<file path="config.mk">
export PLATFORM = sky130hd
export DESIGN_NAME = ypp_final
export DESIGN_NICKNAME = d
export VERILOG_FILES = /design/src/hdl/ypp_pkg.sv /design/src/hdl/ypp_final.sv
export SDC_FILE = /design/constraint.sdc
export NUM_CORES = 1
export LEC_CHECK = 0
export BUFFER_PORTS_ARGS = -buffer_cell sky130_fd_sc_hd__buf_2
export CORE_UTILIZATION = 35
export DETAILED_ROUTE_END_ITERATION = 12
export GPL_ROUTABILITY_DRIVEN = 0
export MAX_ROUTING_LAYER = met4
export PLACE_DENSITY = 0.59
export SLEW_MARGIN = 40
export SYNTH_ARGS = -nofsm -noshare
export SYNTH_HDL_FRONTEND = slang
export SYNTH_SLANG_ARGS = --single-unit
</file>
<file path="constraint.sdc">
create_clock -name i_clk -period 6.05 [get_ports i_clk]
set_input_delay 1.21 -clock i_clk [delete_from_list [all_inputs] [get_ports i_clk]]
set_output_delay 1.21 -clock i_clk [all_outputs]
set_load 0.02 [all_outputs]
</file>
<file path="src/hdl/ypp_pkg.sv">
// Shared constants and the arctangent table for the yaw/pitch pipeline.
// No dependencies; every other file refers to it by scoped names.
package ypp_pkg;

    // Angle accumulator width, degree * 2^16, signed
    localparam int ANGLE_W = 28;
    localparam int OFFSET_W = 17;
    localparam int YAW_W = 17;
    localparam int PITCH_W = 16;
    localparam int ROUND_W = ANGLE_W - 8;

    localparam logic signed [ANGLE_W-1:0] DEG90 = 28'sd5898240;
    localparam logic signed [ANGLE_W-1:0] DEG180 = 28'sd11796480;
    localparam logic signed [ANGLE_W-1:0] ROUND_HALF = 28'sd128;
    localparam logic signed [ROUND_W-1:0] YAW_MOD = 20'sd92160;
    localparam logic signed [ROUND_W-1:0] PITCH_LIMIT = 20'sd23040;
    localparam int GAIN_Q16 = 107922;
    localparam logic signed [OFFSET_W-1:0] HEIGHT_RESET = 17'sd128;

    // atan(2^-i) in degree * 2^16, rounded to nearest
    function automatic logic signed [ANGLE_W-1:0] atan_q16(input int idx);
        logic signed [ANGLE_W-1:0] v;
        v = '0;
        case (idx)
            0: v = 28'sd2949120;
            1: v = 28'sd1740967;
            2: v = 28'sd919879;
            3: v = 28'sd466945;
            4: v = 28'sd234379;
            5: v = 28'sd117304;
            6: v = 28'sd58666;
            7: v = 28'sd29335;
            8: v = 28'sd14668;
            9: v = 28'sd7334;
            10: v = 28'sd3667;
            11: v = 28'sd1833;
            12: v = 28'sd917;
            13: v = 28'sd458;
            14: v = 28'sd229;
            15: v = 28'sd115;
            16: v = 28'sd57;
            17: v = 28'sd29;
            18: v = 28'sd14;
            19: v = 28'sd7;
            20: v = 28'sd4;
            21: v = 28'sd2;
            22: v = 28'sd1;
            default: v = '0;
        endcase
        return v;
    endfunction

endpackage

</file>
<file path="src/hdl/ypp_final.sv">
// Output stage: rounding to 1/256 degree, yaw wrap, pitch clamp, zero angles for degenerate items.
// Holds the output register; uses ypp_pkg.
module ypp_final (
    input  logic i_clk,
    input  logic i_rst_n,
    input  logic i_en,
    input  logic i_valid,
    input  logic signed [ypp_pkg::ANGLE_W-1:0] i_yaw_z,
    input  logic signed [ypp_pkg::ANGLE_W-1:0] i_pitch_z,
    input  logic i_degen,
    output logic o_valid,
    output logic [ypp_pkg::YAW_W-1:0] o_yaw,
    output logic signed [ypp_pkg::PITCH_W-1:0] o_pitch,
    output logic o_degen
);
    localparam int RW = ypp_pkg::ROUND_W;
    logic signed [ypp_pkg::ANGLE_W-1:0] ya, pa;
    logic signed [RW-1:0] yr, pr, yw, pc;
    logic r_v, r_dg;
    logic [ypp_pkg::YAW_W-1:0] r_yaw;
    logic signed [ypp_pkg::PITCH_W-1:0] r_pitch;

    always_comb begin
        ya = i_yaw_z + ypp_pkg::ROUND_HALF;
        pa = i_pitch_z + ypp_pkg::ROUND_HALF;
        yr = ya[ypp_pkg::ANGLE_W-1:8];
        pr = pa[ypp_pkg::ANGLE_W-1:8];
        // wrap into one turn
        priority if (yr < 0) begin
            yw = yr + ypp_pkg::YAW_MOD;
        end else if (yr >= ypp_pkg::YAW_MOD) begin
            yw = yr - ypp_pkg::YAW_MOD;
        end else begin
            yw = yr;
        end
        priority if (pr > ypp_pkg::PITCH_LIMIT) begin
            pc = ypp_pkg::PITCH_LIMIT;
        end else if (pr < -ypp_pkg::PITCH_LIMIT) begin
            pc = -ypp_pkg::PITCH_LIMIT;
        end else begin
            pc = pr;
        end
    end

    always_ff @(posedge i_clk) begin
        if (!i_rst_n) begin
            r_v <= 1'b0;
        end else if (i_en) begin
            r_v <= i_valid;
        end
    end
    always_ff @(posedge i_clk) begin
        if (i_en) begin
            r_dg <= i_degen;
            r_yaw <= i_degen ? '0 : yw[ypp_pkg::YAW_W-1:0];
            r_pitch <= i_degen ? '0 : pc[ypp_pkg::PITCH_W-1:0];
        end
    end

    assign o_valid = r_v;
    assign o_yaw = r_yaw;
    assign o_pitch = r_pitch;
    assign o_degen = r_dg;
endmodule

</file>
; Word-level counts from Yosys, hierarchy flattened
; Cells that the tools add are included.
[totals]
register_bits = 35
input_bits = 61
output_inout_bits = 35
word_cells = 20
[classes]
n_addsub = 4
magnitude_cmp = 4
mux = 4
n_reduce_logical = 2
[ops]
columns = cell, count
row1 = "adder 28 x 9 -> 28 bit, second input constant", 2
row2 = two-way mux 17 bit, 2
row3 = ">= comparator 20 x 18 -> 1 bit, second input constant", 1
row4 = "> comparator 20 x 16 -> 1 bit, second input constant", 1
row5 = "less-than comparator 20 x 1 -> 1 bit, second input constant", 1
row6 = "less-than comparator 20 x 16 -> 1 bit, second input constant", 1
row7 = "adder 17 bit, second input constant", 1
row8 = "subtractor 17 bit, second input constant", 1
row9 = two-way mux 16 bit, 1
row10 = two-way mux 15 bit, 1
row11 = OR reduction 3 bit, 1
row12 = OR reduction 2 bit, 1

; Depth between registers and ports, before layout
[depth]
depth_word = 4
depth_mapped = 11
mapped_depth_nobuf = 11

; Worst setup path before layout
; OpenSTA, ideal clock, no wires.
[synth_path]
kind = input to register
start = in i_pitch_z[7] (netlist bit)
end = reg r_pitch, in the netlist o_pitch[1], data pin
setup_ns = 0.262
t_arrival_ns = 3.324
path_slack_ns = 2.464
stages = 10
path_buffers = 3
cell_sequence = ha_1 -> buf_2 -> and3_1 -> clkbuf_1 -> nand3_1 -> or4_1 -> xor2_1 -> o211a_2 -> buf_2 -> nor3_2
[synth_via]
elab_chain_cells = 3
[synth_lines]
columns = element, line
row1 = start: declaration, ypp_final.sv:9  ; input logic signed [ypp_pkg::ANGLE_W-1:0] i_pitch_z,
row2 = adder 28 x 9 -> 28 bit (*), ypp_final.sv:25  ; pa = i_pitch_z + ypp_pkg::ROUND_HALF;
row3 = > comparator 20 x 16 -> 1 bit or less-than comparator 20 x 16 -> 1 bit (tied branches), "ypp_final.sv:36, ypp_final.sv:38"
row4 = OR reduction 3 bit (no source line), n/a
row5 = end signal: assignment, ypp_final.sv:56  ; r_pitch <= i_degen ? '0 : pc[ypp_pkg::PITCH_W-1:0];
row6 = end: declaration, ypp_final.sv:21  ; logic signed [ypp_pkg::PITCH_W-1:0] r_pitch;
; Mark *: on every way between the ends. The rest lies on a longest branch, timed or not.
; A chain may end at the register's enable or synchronous reset.

; Worst setup path in the final report
[layout_path]
start = in i_pitch_z[7] (netlist bit)
end = reg r_pitch, in the netlist o_pitch[7], data pin
; The elaborated chain is that of the path after synthesis.

==> impl_metrics.csv <==
group,metric,value,unit
setup_path,r2r_cells,2,
setup_path,worstPathRequired,6.07,ns
timing,finalCritPeriodShare,62.2,%
layout,seq_area,1040,sq um
timing,worstMarginPinSlew,0.779,ns
place,hpwl,5.12,mm
layout,fill_cells,816,
clock_tree,cts_resized,0,
global_route,antenna_found_initial,0,
run_status,status,"finished clean",
clock_tree,root_buffer,"clkbuf_8",
floorplan,io_pins,96,
drt,vias,2554,
drt,dr.pass1.iters,7,
setup_path,r2r-end,"o_valid",
synth,synth_cells,298,
timing,rsz0062_at_grt,"false",
synth,synth_fp_nets,363,
place,io_buffers,81,
synth,synth_edf_count,34,
timing,setup-tns-final,0,ns
synth,yosysUniqueCellTypes,62,
synth,yosys-top-cells-area,"edfxtp_1 35%, xor2_1 6.0%, xnor2_1 5.7%",
layout,area_growth,18.3,%
min_path,min_path_type,"reg -> reg",
synth,avgSynthCellArea,9.84,sq um
layout,n_antenna_cell,0,
setup_path,critPathCapture,"o_pitch[7]",
setup_path,arrival,3.78,ns
timing,maxSlewViolCount,0,
drt,routed_wl,6.84,mm
setup_path,cp-start-kind,"input port",
timing,max-slew-margin-rel,47.6,%
floorplan,core,8180,sq um
setup_path,crit_fanout,14,
pwr,p_per_area,178,nW/um^2
layout,multi_input_area,1780,sq um
clock_tree,cts_buffer_depth,2,
clock_tree,insertion_delay,0.28,ns
clock_tree,cts_inserted_buffers,5,
clock_tree,cts_setup_buffers,0,
synth,ys_warn_count,0,
floorplan,dieArea,8750,sq um
synth,syn-cell-area,2930,sq um
synth,ys_async_sr_fraction,0,%
drt,drtIter0Drc,103,
floorplan,rows,33,
timing,setup_viol,0,
flow_run,maxCapViolations,0,
synth,synth_seq_cells,35,
drt,drc_errors,0,
layout,nets,435,
layout,drive_gt1_share,31.1,%
global_route,grt.total_usage,16.4,%
clock_tree,cts_tree,"done",
setup_path,reg2reg_setup_slack,5.47,ns
drt,ant_nets,0,
drt,vias_per_cell,5.38,
global_route,grt_pass1_vias,2279,
floorplan,die_height,93.5,microns
global_route,grt_start_max_net_pins,36,
timing,final-hold-violation-count,0,
synth,synth_top_cell_area_share,34.8,%
timing,fin_skew,0,ns
global_route,grt.overflow.total,0,
global_route,grt_pass1_wl,11.1,mm
pwr,leakage,0.00126,uW
setup_path,crit_path_start,"i_pitch_z[7]",
clock_tree,holdBufCountCts,0,
pwr,power.total,616,uW
setup_path,reg2reg_from,"o_valid",
timing,period_needed,3.76,ns
synth,ys_seq_area_share,35.5,%
setup_path,worst_setup_path_end_kind,"register",
pwr,peakVddDrop,68.0,uV
timing,fmax,266,MHz
drt,wire_per_inst,14.4,microns
floorplan,initial_utilization,35.9,%
clock_tree,path_clk_slew,0.06,ns
clock_tree,clock_sinks,35,
synth,synth_top_area_cell,"edfxtp_1",
synth,synth_flop_cell,"edfxtp_1",
floorplan,die_width,93.5,microns
clock_tree,h-tree-depth,2,
setup_path,setup.worst_path.class,"in -> reg",
[stage by stage]
step	instances	hold slack, ns	cell area [sq um]	util (%)	worst slack, ns
after global routing	475	0.543	3470	42.4	2.07
after CTS	475	0.525	3460	42.4	2.28
final	475	0.517	3470	42.4	2.29
after floorplan	298	0.589	2930	-	2.46
after global placement	468	0.496	3390	41.4	2.01
after detailed placement	468	0.506	3390	41.4	1.97
[logic make-up after synthesis]
logic type | after synthesis | share of synthesized area, %
xor+xnor | 40 | 12.6
flops | 35 | 35.5
fa+ha+maj | 4 | 1.71
compound gates | 51 | 13.6
mux | 4 | 1.37
simple gates | 140 | 31.3
buf+inv | 24 | 3.93
[cell usage after synthesis, types with 3 or more instances]
library cell,n
xnor2_1,19
nand4_1,14
nor2b_1,3
o211ai_1,4
mux2i_1,4
nand3_1,20
edfxtp_1,34
nand2b_1,3
nor4_1,7
nor3_2,11
nand2_1,15
xor2_1,20
and2_1,5
a31oi_1,3
nor2_1,21
o21ai_0,9
inv_1,7
nand4_4,4
a211oi_1,5
clkbuf_1,4
or3_1,6
and4_1,3
nor3_1,4
buf_2,9
a21oi_1,4
or4_1,3
ha_1,4
and3_1,8
[final cells by class]
| class | count | share of cell area, % |
|---|---|---|
| multi-input cells | 239 | 51.2 |
| inverters | 7 | 0.758 |
| flip-flops and latches | 35 | 30.0 |
| clock inverters | 2 | 0.253 |
| repair buffers | 82 | 12.0 |
| clock buffers | 5 | 1.98 |
| well taps | 105 | 3.79 |
[placed cells by master (no fill, tap or decap), types with 8 or more instances in the layout]
cell      netlist  routed
and3_1          8       8
buf_2           9      80
edfxtp_1       34      34
nand2_1        15      15
nand3_1        20      20
nand4_1        14      14
nor2_1         21      21
nor3_2         11      11
o21ai_0         9       9
xnor2_1        19      19
xor2_1         20      20
[power by group]
group / internal, uW / leakage (uW) / switching [uW] / total (uW)
Clock: 76.7 / 0.0000414 / 85.4 / 162
Combinational: 56.9 / 0.000883 / 104 / 161
Sequential: 288 / 0.000335 / 4.87 / 293
[layer usage]
layer | GRT usage [%] | routed length, microns
met5 | - | 0
met3 | 2.76 | 244
met2 | 24.9 | 3080
met4 | 4.49 | 81
met1 | 22.6 | 3440
[sequential cells by signal, summed over array words and instances (netlist names)]
signal / cells
o_pitch: 16
o_valid: 1
o_degen: 1
o_yaw: 17
[critical path, stage by stage]
cell     delay, ns
buf_2         0.13
ha_1          0.38
and3_1        0.34
nand3_1       0.14
or4_1         0.57
xor2_1        0.37
o211a_2       0.54
nor3_2        0.09
[worst min-delay path by stage]
stage / start / end / slack [ns] / cells past startpoint
final: o_valid / o_valid / 0.52 / 2
after global routing: o_valid / o_valid / 0.54 / 2
after CTS: o_valid / o_valid / 0.52 / 2
after detailed placement: o_valid / o_valid / 0.51 / 2
after global placement: o_valid / o_valid / 0.50 / 2
after floorplan: o_valid / o_valid / 0.59 / 2
(Power assumes the default switching activity.)
